$ cat src/sv/bcrr_pkg.sv
// Shared constants, codes and controller/datapath interface types for the rank/unrank block.
`timescale 1ns / 1ps
package bcrr_pkg;

  localparam int MAX_SITES_DEF = 32;
  localparam int MAX_TOTAL_DEF = 63;
  localparam int IDX_W = 63;
  localparam int OCC_W = 6;
  localparam int CFG_W = 6;
  localparam int CFG_IDX_W = 2;
  localparam int ERR_W = 2;

  localparam logic [CFG_IDX_W-1:0] CFG_INEQ  = 2'd0;
  localparam logic [CFG_IDX_W-1:0] CFG_SITES = 2'd1;
  localparam logic [CFG_IDX_W-1:0] CFG_MAXOC = 2'd2;
  localparam logic [CFG_IDX_W-1:0] CFG_TOTAL = 2'd3;

  localparam logic OPC_ENC  = 1'b0;
  localparam logic OPC_DEC  = 1'b1;
  localparam logic KIND_ENC = 1'b0;
  localparam logic KIND_DEC = 1'b1;

  localparam logic [ERR_W-1:0] ERR_OK  = 2'd0;
  localparam logic [ERR_W-1:0] ERR_OVF = 2'd1;
  localparam logic [ERR_W-1:0] ERR_OCC = 2'd2;
  localparam logic [ERR_W-1:0] ERR_IDX = 2'd3;

  typedef enum logic [4:0] {
    OP_NONE, OP_LOAD, OP_BINIT, OP_BROW0, OP_BCELL, OP_BRD, OP_BADD,
    OP_TINIT, OP_TRD, OP_TADD, OP_ECHECK, OP_ERD, OP_EADD, OP_ESTEP,
    OP_EIINIT, OP_EIRD, OP_EIADD, OP_EEMIT, OP_DERR, OP_DINIT, OP_DSRD,
    OP_DSCMP, OP_DSITE, OP_DXRD, OP_DXCMP, OP_DXFIN, OP_DEMIT
  } cmd_t;

  typedef struct packed {
    logic tready;
    logic tovf;
    logic k_last;
    logic n_one;
    logic j_last;
    logic i_stop;
    logic add_ovf;
    logic e_loop;
    logic e_stop;
    logic last_site;
    logic opcode;
    logic ei_loop;
    logic ei_stop;
    logic idx_big;
    logic ineq;
    logic ds_end;
    logic d_ge;
    logic nn_last;
    logic x_over;
    logic out_free;
  } status_t;

endpackage

$ cat src/sv/bcrr_ctrl.sv
// Sequencing state machine for table build, encode and decode.
`timescale 1ns / 1ps
module bcrr_ctrl (
  input  logic             clk,
  input  logic             rst_n,
  input  logic             in_valid,
  input  bcrr_pkg::status_t st,
  output bcrr_pkg::cmd_t   cmd,
  output logic             busy
);

  localparam logic [4:0] S_IDLE  = 5'd0;
  localparam logic [4:0] S_DISP  = 5'd1;
  localparam logic [4:0] S_BINIT = 5'd2;
  localparam logic [4:0] S_BROW0 = 5'd3;
  localparam logic [4:0] S_BCELL = 5'd4;
  localparam logic [4:0] S_BRD   = 5'd5;
  localparam logic [4:0] S_BADD  = 5'd6;
  localparam logic [4:0] S_TINIT = 5'd7;
  localparam logic [4:0] S_TRD   = 5'd8;
  localparam logic [4:0] S_TADD  = 5'd9;
  localparam logic [4:0] S_ERD   = 5'd10;
  localparam logic [4:0] S_EADD  = 5'd11;
  localparam logic [4:0] S_ESTEP = 5'd12;
  localparam logic [4:0] S_EFIN  = 5'd13;
  localparam logic [4:0] S_EIRD  = 5'd14;
  localparam logic [4:0] S_EIADD = 5'd15;
  localparam logic [4:0] S_EEMIT = 5'd16;
  localparam logic [4:0] S_DERR  = 5'd17;
  localparam logic [4:0] S_DSRD  = 5'd18;
  localparam logic [4:0] S_DSCMP = 5'd19;
  localparam logic [4:0] S_DSITE = 5'd20;
  localparam logic [4:0] S_DXRD  = 5'd21;
  localparam logic [4:0] S_DXCMP = 5'd22;
  localparam logic [4:0] S_DXFIN = 5'd23;
  localparam logic [4:0] S_DEMIT = 5'd24;

  logic [4:0] state_r, state_nxt;

  assign busy = (state_r != S_IDLE);

  always_comb begin
    state_nxt = state_r;
    cmd = bcrr_pkg::OP_NONE;
    case (state_r)
      S_IDLE: begin
        if (in_valid) begin
          cmd = bcrr_pkg::OP_LOAD;
          state_nxt = st.tready ? S_DISP : S_BINIT;
        end
      end
      S_BINIT: begin
        cmd = bcrr_pkg::OP_BINIT;
        state_nxt = S_BROW0;
      end
      S_BROW0: begin
        cmd = bcrr_pkg::OP_BROW0;
        if (st.k_last) state_nxt = st.n_one ? S_TINIT : S_BCELL;
      end
      S_BCELL: begin
        cmd = bcrr_pkg::OP_BCELL;
        state_nxt = S_BRD;
      end
      S_BRD: begin
        cmd = bcrr_pkg::OP_BRD;
        state_nxt = S_BADD;
      end
      S_BADD: begin
        cmd = bcrr_pkg::OP_BADD;
        if (st.add_ovf) state_nxt = S_DISP;
        else if (st.i_stop) state_nxt = (st.k_last && st.j_last) ? S_TINIT : S_BCELL;
        else state_nxt = S_BRD;
      end
      S_TINIT: begin
        cmd = bcrr_pkg::OP_TINIT;
        state_nxt = S_TRD;
      end
      S_TRD: begin
        cmd = bcrr_pkg::OP_TRD;
        state_nxt = S_TADD;
      end
      S_TADD: begin
        cmd = bcrr_pkg::OP_TADD;
        if (!st.ineq || st.add_ovf || st.k_last) state_nxt = S_DISP;
        else state_nxt = S_TRD;
      end
      S_DISP: begin
        if (st.opcode == bcrr_pkg::OPC_ENC) begin
          cmd = bcrr_pkg::OP_ECHECK;
          state_nxt = st.e_loop ? S_ERD : S_ESTEP;
        end else if (st.tovf || st.idx_big) begin
          state_nxt = S_DERR;
        end else begin
          cmd = bcrr_pkg::OP_DINIT;
          state_nxt = st.ineq ? S_DSRD : S_DSITE;
        end
      end
      S_ERD: begin
        cmd = bcrr_pkg::OP_ERD;
        state_nxt = S_EADD;
      end
      S_EADD: begin
        cmd = bcrr_pkg::OP_EADD;
        state_nxt = st.e_stop ? S_ESTEP : S_ERD;
      end
      S_ESTEP: begin
        cmd = bcrr_pkg::OP_ESTEP;
        state_nxt = st.last_site ? S_EFIN : S_IDLE;
      end
      S_EFIN: begin
        if (st.ei_loop) begin
          cmd = bcrr_pkg::OP_EIINIT;
          state_nxt = S_EIRD;
        end else begin
          state_nxt = S_EEMIT;
        end
      end
      S_EIRD: begin
        cmd = bcrr_pkg::OP_EIRD;
        state_nxt = S_EIADD;
      end
      S_EIADD: begin
        cmd = bcrr_pkg::OP_EIADD;
        state_nxt = st.ei_stop ? S_EEMIT : S_EIRD;
      end
      S_EEMIT: begin
        if (st.out_free) begin
          cmd = bcrr_pkg::OP_EEMIT;
          state_nxt = S_IDLE;
        end
      end
      S_DERR: begin
        if (st.out_free) begin
          cmd = bcrr_pkg::OP_DERR;
          state_nxt = S_IDLE;
        end
      end
      S_DSRD: begin
        if (st.ds_end) begin
          state_nxt = S_DSITE;
        end else begin
          cmd = bcrr_pkg::OP_DSRD;
          state_nxt = S_DSCMP;
        end
      end
      S_DSCMP: begin
        cmd = bcrr_pkg::OP_DSCMP;
        state_nxt = st.d_ge ? S_DSRD : S_DSITE;
      end
      S_DSITE: begin
        cmd = bcrr_pkg::OP_DSITE;
        state_nxt = st.nn_last ? S_DEMIT : S_DXRD;
      end
      S_DXRD: begin
        if (st.x_over) begin
          state_nxt = S_DXFIN;
        end else begin
          cmd = bcrr_pkg::OP_DXRD;
          state_nxt = S_DXCMP;
        end
      end
      S_DXCMP: begin
        cmd = bcrr_pkg::OP_DXCMP;
        state_nxt = st.d_ge ? S_DXRD : S_DXFIN;
      end
      S_DXFIN: begin
        cmd = bcrr_pkg::OP_DXFIN;
        state_nxt = S_DEMIT;
      end
      S_DEMIT: begin
        if (st.out_free) begin
          cmd = bcrr_pkg::OP_DEMIT;
          state_nxt = st.nn_last ? S_IDLE : S_DSITE;
        end
      end
      default: state_nxt = S_IDLE;
    endcase
  end

  always_ff @(posedge clk) begin
    if (!rst_n) state_r <= S_IDLE;
    else state_r <= state_nxt;
  end

endmodule

$ cat config.mk
export PLATFORM = sky130hd
export DESIGN_NAME = bcrr_ctrl
export DESIGN_NICKNAME = d
export VERILOG_FILES = /design/src/sv/bcrr_pkg.sv /design/src/sv/bcrr_ctrl.sv
export SDC_FILE = /design/constraint.sdc
export NUM_CORES = 1
export LEC_CHECK = 0
export BUFFER_PORTS_ARGS = -buffer_cell sky130_fd_sc_hd__buf_4
export CAP_MARGIN = 20
export CORE_MARGIN = 8
export CORE_UTILIZATION = 47
export CTS_BUF_LIST = sky130_fd_sc_hd__clkbuf_16
export DETAILED_ROUTE_END_ITERATION = 12
export GPL_ROUTABILITY_DRIVEN = 0
export HOLD_SLACK_MARGIN = 0.12
export PLACE_DENSITY = 0.76
export SETUP_SLACK_MARGIN = 0.4
export SYNTH_ARGS = -nofsm -noshare
export SYNTH_HDL_FRONTEND = slang
export SYNTH_SLANG_ARGS = --single-unit
$ cat constraint.sdc
create_clock -name clk -period 1.5 [get_ports clk]
set_input_delay 0.15 -clock clk [delete_from_list [all_inputs] [get_ports clk]]
set_output_delay 0.15 -clock clk [all_outputs]
set_load 0.1 [all_outputs]
==> metrics.cfg, run 1 <==
[status]
status=aborted with a tool error
stop_stage=4_1_cts
tool.error=[ERROR DPL-0033] detailed placement checks failed during check placement.

[placed_design]
port_buffers=28
placed_cells=272
dp_hpwl_um=3920
place_ws_ns=-0.321
place_area_sq_um=1760

[logic_synthesis]
synth_top_family_by_area=simple AND/OR/NAND/NOR gates
ys_warn_count=0
ys_ff_latch=5
synth.cell_area_sq_um=1030
synth_xor_area_frac=0.00846
ys.flop_type=dfxtp_1
ys_async_sr_fraction=0
syn_nets=189
ys_types=51
synth-simple-area-share=0.404
ys_seq_area_frac=0.0967
synth_compound_area_frac=0.392
synthAdderAreaFrac=0
syn_inst=166
synth_edf_count=0
syn_avg_cell_area_sq_um=6.23
synth.mux.area_fraction=0.0109

[floorplanning]
die_width_um=62.9
ios=29
rows=17
start_util=0.482
die_y_um=62.9

[clock_tree]
cts_setup_buffers=11
cts_root_buf=clkbuf_16
ctsHtreeMaxLevel=1
cts.sinks=5
cts_max_path_buffers=2
hold_buffers=0
cts_resized=50
cts_made_buffers=3

synthesized netlist by cell type (2+ instances only):
cell type,count,share of area
a21oi_1,16,0.077
nor3b_1,2,0.015
clkbuf_1,2,0.0073
nor3_1,7,0.034
dfxtp_1,5,0.097
inv_1,7,0.025
a31oi_1,4,0.024
or3_1,3,0.018
nand2_1,18,0.065
o22ai_1,2,0.012
o21ai_0,10,0.048
o2111ai_1,4,0.034
nand3b_1,2,0.015
nor2_1,17,0.062
nor4_1,3,0.018
a22oi_1,2,0.015
nor2b_1,6,0.036
a32oi_1,2,0.017
nand2b_1,4,0.024
o311a_1,2,0.019
o2bb2ai_1,2,0.017
nand3_1,7,0.034
and3_1,2,0.012
buf_2,7,0.034
o211ai_1,4,0.029
kinds of logic after synthesis:
| group | count (synthesis) |
|---|---|
| multiplexers | 1 |
| AND/OR/NAND/NOR | 80 |
| AO/OA/AOI/OAI | 60 |
| XOR/XNOR | 1 |
| buffers and inverters | 19 |
| flip-flops | 5 |
through the flow:
step	hold slack, ns	util
after floorplan	0.267	-
after global placement	0.412	0.820
after detailed placement	0.419	0.820
==> run 2: changes to the inputs <==
==> config.mk (replaced) <==
export PLATFORM = sky130hd
export DESIGN_NAME = bcrr_ctrl
export DESIGN_NICKNAME = d
export VERILOG_FILES = /design/src/sv/bcrr_pkg.sv /design/src/sv/bcrr_ctrl.sv
export SDC_FILE = /design/constraint.sdc
export NUM_CORES = 1
export LEC_CHECK = 0
export BUFFER_PORTS_ARGS = -buffer_cell sky130_fd_sc_hd__buf_4
export CAP_MARGIN = 20
export CORE_AREA = 8 8 69 71
export DETAILED_ROUTE_END_ITERATION = 12
export DIE_AREA = 0 0 77 79
export GPL_ROUTABILITY_DRIVEN = 0
export PLACE_DENSITY_LB_ADDON = 0.15
export SYNTH_ARGS = -nofsm -noshare
export SYNTH_HDL_FRONTEND = slang
export SYNTH_SLANG_ARGS = --single-unit
==> constraint.sdc (replaced) <==
create_clock -name clk -period 2 [get_ports clk]
set_input_delay 0.2 -clock clk [delete_from_list [all_inputs] [get_ports clk]]
set_output_delay 0.2 -clock clk [all_outputs]
set_load 0.1 [all_outputs]
==> metrics.cfg, run 2 <==
[status]
status=finished clean

[cells_and_area]
layout_commonest_cell=buf_4
n_antenna_cell=0
most-common-layout-cells=buf_4, nand2_1, nor2_1, a21oi_1, o21ai_0
largestRegisters=state_r x5
regMostFlops=state_r
nets=238
largest_reg_flops=5
syn_to_final_growth_pct=61.9
utilization=0.441
fillers=405
drive_gt1_frac=0.393

[critical_path]
arrival_ns=1.79
startpoint_type=flop
critPathMaxFanout=10
endpoint_kind=output pin
critPathKind=flop to output pin
required_ns=1.80

[floorplanning]
design.core.area_sq_um=3800
die_width_um=77
ios=29
start_util=0.272
rows=23
die_y_um=79
die_area_sq_um=6080

[route]
wl_um=4630
drt_first_pass_iters=5
viasPerCell=5.84
antenna_left=0
drtIter0Drc=192
drc=0
vias=1543
drt-wirelength-per-cell_um=17.5

[logic_synthesis]
synth_top_area_frac=0.0967
synth_edf_count=0
yosysTopAreaCell=dfxtp_1
ys_types=51
syn_avg_cell_area_sq_um=6.23
syn_inst=166
ys_warn_count=0
ys_ff_latch=5
ys.flop_type=dfxtp_1
synth.cell_area_sq_um=1030
yosysMostFrequentCell=nand2_1
synthTopCellsByArea=dfxtp_1, a21oi_1, nand2_1
synthTopCellsByCount=nand2_1, nor2_1, a21oi_1
ys_async_sr_fraction=0
syn_nets=189
ys_seq_area_frac=0.0967

[global_routing]
grt.total_usage=0.144
grt_antenna_before_repair=0
gr-total-overflow=0
grt_max_degree=16
grt_pass1_vias=1467
grt_pass1_wl_um=7250

[pwr]
p_seq_frac=0.092
switching_share=0.569
vdd_drop_max_mv=0.653
pwr-share-clk=0.077
leakage_nw=0.685
combPwrFrac=0.831
p_per_area_nw_per_um2=1490
p_int_w=0.00108
p_sw_w=0.00142

[sta]
maxSlewViolCount=0
fmax_mhz=502
finalCritPeriodShare=0.996
hold_viol_final=0
tightest_slew_ns=0.364
whs_ns=0.226
rsz0062_at_grt=true
period_needed_ns=1.99
slew_headroom=0.755
setup_viol=0
final.setup_skew_ns=0.00402
final.setup.worst_slack_ns=0.00733

[clock_tree]
path_clk_slew_ns=0.04
ctsHtreeMaxLevel=1
cts_max_path_buffers=2
hold_buffers=0
cts_tree=done
cts.sinks=5
clk_latency_ns=0.23
cts_root_buf=clkbuf_8
cts_made_buffers=3

[placed_design]
dp_hpwl_um=3560
port_buffers=28
place_ws_ns=0.0381

[job]
maxCapViolations=0

[min_path]
hold_class=input pin to flop

==> run 2: kinds of logic after synthesis <==
group | after synthesis | synth area share
compound gates | 60 | 0.392
buf+inv | 19 | 0.0883
flops | 5 | 0.0967
simple gates | 80 | 0.404
xor+xnor | 1 | 0.00847
mux | 1 | 0.0109
==> run 2: worst paths after layout <==
path / start / end / slack [ns] / cells after the start
max: state_r[1]$_SDFFE_PN0P_ / cmd[0] / 0.007 / 6
min reg2reg: state_r[0]$_SDFFE_PN0P_ / state_r[0]$_SDFFE_PN0P_ / 0.80 / 2
min: rst_n / state_r[3]$_SDFFE_PN0P_ / 0.23 / 2
max reg2reg: state_r[2]$_SDFFE_PN0P_ / state_r[0]$_SDFFE_PN0P_ / 0.07 / 7
==> run 2: final cells by class <==
| cell class | instances | area (sq um) | area share |
|---|---|---|---|
| Multi-Input combinational cell | 142 | 926 | 0.553 |
| Timing Repair Buffer | 56 | 497 | 0.296 |
| Sequential cell | 5 | 113 | 0.0672 |
| Tap cell | 50 | 62.6 | 0.0373 |
| Clock buffer | 4 | 45.0 | 0.0269 |
| Inverter | 7 | 32.5 | 0.0194 |
==> run 2: what timing repair did <==
action / 4_1_cts / 5_1_grt
gates resized for setup: 19 / 11
endpoints found under the hold margin: 0 / 0
pin swaps: 0 / 3
endpoints found under the setup margin: 5 / 5
setup buffers: 3 / 1
==> run 2: power groups by stage <==
stage	combinational (W)	clock, W	sequential, W
floorplan	0.00139	0	0.000157
global placement	0.00188	0	0.000207
detailed placement	0.00186	0	0.000211
CTS	0.00199	0.000199	0.000216
global route	0.00218	0.000204	0.000236
finish	0.00207	0.000193	0.000228
==> run 2: per-layer routing <==
metal | up-vias | track usage | wire length (um)
li1 | 724 | - | -
met1 | 705 | 0.183 | 1990
met2 | 96 | 0.236 | 2150
met3 | 18 | 0.0214 | 340
met4 | 0 | 0.0660 | 146
met5 | - | 0 | 0
==> run 2: stage by stage <==
stage | instance area [sq um] | cells | TNS [ns] | power, W
after CTS | 1640 | 263 | -0.0364 | 0.00240
final | 1680 | 264 | 0 | 0.00249
after global placement | 1490 | 256 | 0 | 0.00208
after global routing | 1680 | 264 | -0.0563 | 0.00262
after detailed placement | 1490 | 256 | 0 | 0.00207
after floorplan | 1110 | 166 | -0.878 | 0.00154
==> run 2: worst max-delay path, cell delays in order, from the launching register on <==
cell and delay [ns]:
dfxtp_2 0.33, buf_8 0.14, nor3_1 0.33, nand3_1 0.21
nor3_2 0.20, or4_4 0.18, buf_12 0.16
Note: power is estimated with default switching activity, not from simulation.
==> run 3: changes to the inputs <==
--- a/config.mk
+++ b/config.mk
@@ -5,9 +5,11 @@
 export SDC_FILE = /design/constraint.sdc
 export NUM_CORES = 1
 export LEC_CHECK = 0
+export ABC_AREA = 1
 export BUFFER_PORTS_ARGS = -buffer_cell sky130_fd_sc_hd__buf_4
 export CAP_MARGIN = 20
 export CORE_AREA = 8 8 69 71
+export CTS_CLUSTER_SIZE = 12
 export DETAILED_ROUTE_END_ITERATION = 12
 export DIE_AREA = 0 0 77 79
 export GPL_ROUTABILITY_DRIVEN = 0
==> metrics.cfg, run 3 <==
[cells_and_area]
regMostFlops=state_r
fin_cells=293
largest_reg_flops=5
fillers=459
nets=267
syn_to_final_growth_pct=44.1
layout_commonest_cell=nand2_1
largestRegisters=state_r x5
drive_gt1_frac=0.276
utilization=0.385
n_antenna_cell=0
most-common-layout-cells=nand2_1, nor2_1, buf_4

[route]
wl_um=4320
drt-wirelength-per-cell_um=14.8
drc=0
drtIter0Drc=132
drt_first_pass_iters=4
vias=1496
antenna_left=0
viasPerCell=5.11

[critical_path]
startpoint_type=flop
crit_start=state_r[1]$_SDFFE_PN0P_
cp_common_cell=nand2_1
arrival_ns=1.74
endpoint_kind=output pin
path_cells=inv_4 > nand2_1 > nor2_1 > nand3_1 > nand2_1 > nor3_2 > nand4_1 > buf_6
r2r_start=state_r[1]$_SDFFE_PN0P_
critical-path-slowest-cell=dfxtp_4
slowest_delay_ns=0.36
critPathMaxFanout=6
critPathKind=flop to output pin
required_ns=1.80

[pwr]
combPwrFrac=0.788
switching_share=0.627
p_sw_w=0.00116
p_int_w=0.000689
total_power_w=0.00185
p_seq_frac=0.112
pwr-share-clk=0.100
vdd_drop_max_mv=0.863
p_per_area_nw_per_um2=1260
leakage_nw=0.785

[sta]
final.setup.worst_slack_ns=0.0648
maxSlewViolCount=0
fmax_mhz=517
rsz0062_at_grt=true
finalCritPeriodShare=0.968
hold_viol_final=0
tightest_slew_ns=0.399
slew_headroom=0.733
setup_viol=0
final.setup_skew_ns=0.00116
period_needed_ns=1.94

[global_routing]
grt_max_degree=15
grt_antenna_before_repair=0
top_usage_layer=met2
grt_use_met2=0.247
met1_usage=0.171
grt_pass1_wl_um=6920
gr-total-overflow=0
grt_use_met3=0.0237
grt_pass1_vias=1394
grt.total_usage=0.140

[floorplanning]
die_area_sq_um=6080
die_y_um=79
die_width_um=77
ios=29
rows=23
start_util=0.267
design.core.area_sq_um=3800

[logic_synthesis]
yosysMostFrequentCell=nand2_1
ys_ff_latch=5
syn_inst=206
synth_edf_count=0
synthTopCellsByCount=nand2_1, nor2_1, nand3_1
synthTopCellsByArea=nand2_1, nor2_1, nand3_1
yosysTopAreaCell=nand2_1
syn_nets=229
synth_top_area_frac=0.211
synth.cell_area_sq_um=1010
ys.flop_type=dfxtp_1
ys_async_sr_fraction=0
ys_seq_area_frac=0.0986
syn_avg_cell_area_sq_um=4.93
ys_warn_count=0
ys_types=25

[placed_design]
port_buffers=28
dp_hpwl_um=3610
placed_cells=286
place_ws_ns=0.218

[clock_tree]
cts_max_path_buffers=2
clk_latency_ns=0.22
cts.sinks=5
path_clk_slew_ns=0.04
cts_made_buffers=3
cts_tree=done
ctsHtreeMaxLevel=1
cts_root_buf=clkbuf_8

[job]
maxCapViolations=0

[status]
status=finished clean

[min_path]
hold_class=input pin to flop
hp-start=rst_n

[run 3: changes by cell type after synthesis, sizes merged, moves of 4 or more]
| cell | delta |
|---|---|
| nand2 | +42 |
| nand4 | +7 |
| nor2 | +33 |
| nand2b | -4 |
| o2111ai | -4 |
| a21oi | -12 |
| a31oi | -4 |
| buf | -8 |
| nor2b | -6 |
| inv | +17 |
| nand3 | +17 |
[run 3: repair_timing]
action                     in CTS  in global routing
setup endpoints to repair       2                  5
setup buffers                   0                  3
gates resized for setup         2                 16
hold buffers                    0                  0
[run 3: power by group through the flow]
| stage | clock network (W) | logic (W) | registers, W |
|---|---|---|---|
| after floorplan | 0 | 0.00103 | 0.000183 |
| after global placement | 0 | 0.00135 | 0.000200 |
| after detailed placement | 0 | 0.00134 | 0.000202 |
| after CTS | 0.000191 | 0.00135 | 0.000200 |
| after global routing | 0.000195 | 0.00156 | 0.000212 |
| final | 0.000184 | 0.00146 | 0.000207 |
[run 3: through the flow]
step	hold slack, ns	instance area (sq um)	setup TNS, ns
4_1_cts	0.279	1380	0
6_report	0.270	1460	0
5_1_grt	0.300	1460	-0.0143
3_3_place_gp	0.494	1320	0
3_5_place_dp	0.503	1320	0
2_1_floorplan	0.361	1040	-0.0161
[run 3: final cells by class]
type                            count  area [sq um]  share of cell area
Multi-Input combinational cell    175           843               0.577
Timing Repair Buffer               35           303               0.207
Sequential cell                     5           114              0.0778
Inverter                           24          95.1              0.0650
Tap cell                           50          62.6              0.0428
Clock buffer                        4          45.0              0.0308
[run 3: cells by family after synthesis]
logic type	after synthesis	synth area share
AOI/OAI and AO/OA	20	0.107
and+or+nand+nor	155	0.689
buffers and inverters	26	0.105
DFF	5	0.0986
[run 3: path summary, 6_finish.rpt]
kind	to	slack [ns]	cells past startpoint
setup / recovery	cmd[3]	0.06	8
hold / removal	state_r[2]$_SDFFE_PN0P_	0.27	3
setup reg to reg	state_r[2]$_SDFFE_PN0P_	0.40	9
hold reg to reg	state_r[0]$_SDFFE_PN0P_	0.56	2
[run 3: layer usage]
| layer | vias up | wire length (um) |
|---|---|---|
| met1 | 683 | 1910 |
| met5 | - | 0 |
| met3 | 4 | 283 |
| met4 | 0 | 16 |
| met2 | 63 | 2110 |
| li1 | 746 | - |
[run 3: worst max-delay path, delay by kind of cell, from the launching register on]
family / cells / cell delay, ns
simple gates: 6 / 0.83
flops: 1 / 0.36
buf+inv: 2 / 0.31
==> run 4: changes to the inputs <==
--- a/config.mk
+++ b/config.mk
@@ -6,12 +6,12 @@
 export NUM_CORES = 1
 export LEC_CHECK = 0
 export ABC_AREA = 1
-export BUFFER_PORTS_ARGS = -buffer_cell sky130_fd_sc_hd__buf_4
-export CAP_MARGIN = 20
+export CAP_MARGIN = 25
 export CORE_AREA = 8 8 69 71
 export CTS_CLUSTER_SIZE = 12
 export DETAILED_ROUTE_END_ITERATION = 12
 export DIE_AREA = 0 0 77 79
+export DONT_BUFFER_PORTS = 1
 export GPL_ROUTABILITY_DRIVEN = 0
 export PLACE_DENSITY_LB_ADDON = 0.15
 export SYNTH_ARGS = -nofsm -noshare
==> metrics.cfg, run 4 (synthesis gave the netlist of run 3 again) <==
[status]
status=finished clean

[clock_tree]
clk_latency_ns=0.22
cts_tree=done
path_clk_slew_ns=0.04
ctsHtreeMaxLevel=1
cts_made_buffers=3
cts.sinks=5
cts_max_path_buffers=2
cts_root_buf=clkbuf_8

[pwr]
vdd_drop_max_mv=0.977
leakage_nw=0.675
p_per_area_nw_per_um2=1420

[job]
maxCapViolations=0

[sta]
fmax_mhz=521
period_needed_ns=1.92
maxSlewViolCount=0
hold_viol_final=0
setup_viol=0
final.setup_skew_ns=0.000869
rsz0062_at_grt=true
finalCritPeriodShare=0.959
slew_headroom=0.753
tightest_slew_ns=0.369
final.setup.worst_slack_ns=0.0813
whs_ns=0.153

[cells_and_area]
fillers=448
largestRegisters=state_r x5
layout_commonest_cell=nand2_1
final_area_sq_um=1310
n_antenna_cell=0
regMostFlops=state_r
syn_to_final_growth_pct=29.1
largest_reg_flops=5
most-common-layout-cells=nand2_1, nor2_1, nand3_1
fin_cells=270
drive_gt1_frac=0.214
nets=244

[route]
viasPerCell=4.97
vias=1341
wl_um=3970
drt-wirelength-per-cell_um=14.7
drc=0
drt_first_pass_iters=4
drtIter0Drc=101
antenna_left=0

[global_routing]
grt.total_usage=0.135
grt_pass1_wl_um=6560
grt_antenna_before_repair=0
gr-total-overflow=0
grt_pass1_vias=1335
grt_max_degree=15

[critical_path]
cp_top_family=simple AND/OR/NAND/NOR gates
arrival_ns=1.72
critPathKind=flop to output pin
cp_common_cell=nand2_2
path_cells=inv_4 > nand2_2 > nor2_4 > nand2_2 > or2_0 > and3b_1 > nand3_1 > buf_12
endpoint_kind=output pin
slowest_delay_ns=0.36
critical-path-slowest-cell=dfxtp_4
critPathMaxFanout=6
crit_buf_inv=2
required_ns=1.80
startpoint_type=flop

[placed_design]
port_buffers=0
placed_cells=264
place_area_sq_um=1210
place_ws_ns=0.242
dp_hpwl_um=3440

[floorplanning]
start_util=0.267
die_area_sq_um=6080
die_width_um=77
design.core.area_sq_um=3800
rows=23
ios=29
die_y_um=79

[min_path]
hold_class=input pin to flop

## run 4: cell count changes in the layout (fill, tap and decap cells not counted), sizes merged
| cell | before | now |
|---|---|---|
| buf | 35 | 12 |
## run 4: final timing paths
path	startpoint	to	slack [ns]	cells after the start
worst max-delay path	state_r[1]$_SDFFE_PN0P_	cmd[2]	0.08	8
worst min register to register	state_r[0]$_SDFFE_PN0P_	state_r[0]$_SDFFE_PN0P_	0.57	2
worst min-delay path	st[17]	state_r[1]$_SDFFE_PN0P_	0.15	3
worst max register to register	state_r[1]$_SDFFE_PN0P_	state_r[2]$_SDFFE_PN0P_	0.40	9
## run 4: repair_timing
action,CTS,global route
buffers inserted,0,2
hold buffers,0,0
resized for setup,1,10
endpoints found under the setup margin,1,5
## run 4: power breakdown
part / internal, W / switching [W] / leakage (nW)
sequential: 0.000140 / 0.0000604 / 0.0436
clock: 0.000137 / 0.0000525 / 0.0228
combinational: 0.000435 / 0.00104 / 0.608
total: 0.000712 / 0.00115 / 0.675
## run 4: per-stage QoR
stage | total power, W | util | setup TNS (ns)
detailed placement | 0.00162 | 0.318 | 0
finish | 0.00186 | 0.345 | 0
global placement | 0.00164 | 0.318 | 0
global route | 0.00200 | 0.345 | 0
CTS | 0.00183 | 0.331 | 0
floorplan | 0.00121 | - | -0.0161
## run 4: worst min-delay path: stages
cell and delay, ns:
nor2_2 0.04, inv_2 0.04, a21oi_1 0.05
## run 4: cell type report
cell class | instances | area, sq um | share of cell area
sequential | 5 | 111 | 0.0850
tap | 50 | 62.6 | 0.0478
multi-input combinational | 175 | 852 | 0.650
inverter | 24 | 95.1 | 0.0726
clock buffer | 4 | 45.0 | 0.0344
timing repair buffer | 12 | 144 | 0.110
## run 4: per-layer routing
layer  routed length, um  vias up  GRT usage  share of wire
met2                1900       50      0.235           0.48
met3                 338        7     0.0350          0.085
met1                1670      582      0.155           0.42
li1                    -      702          -              -
met4                  63        0     0.0509          0.016
met5                   0        -          0              0
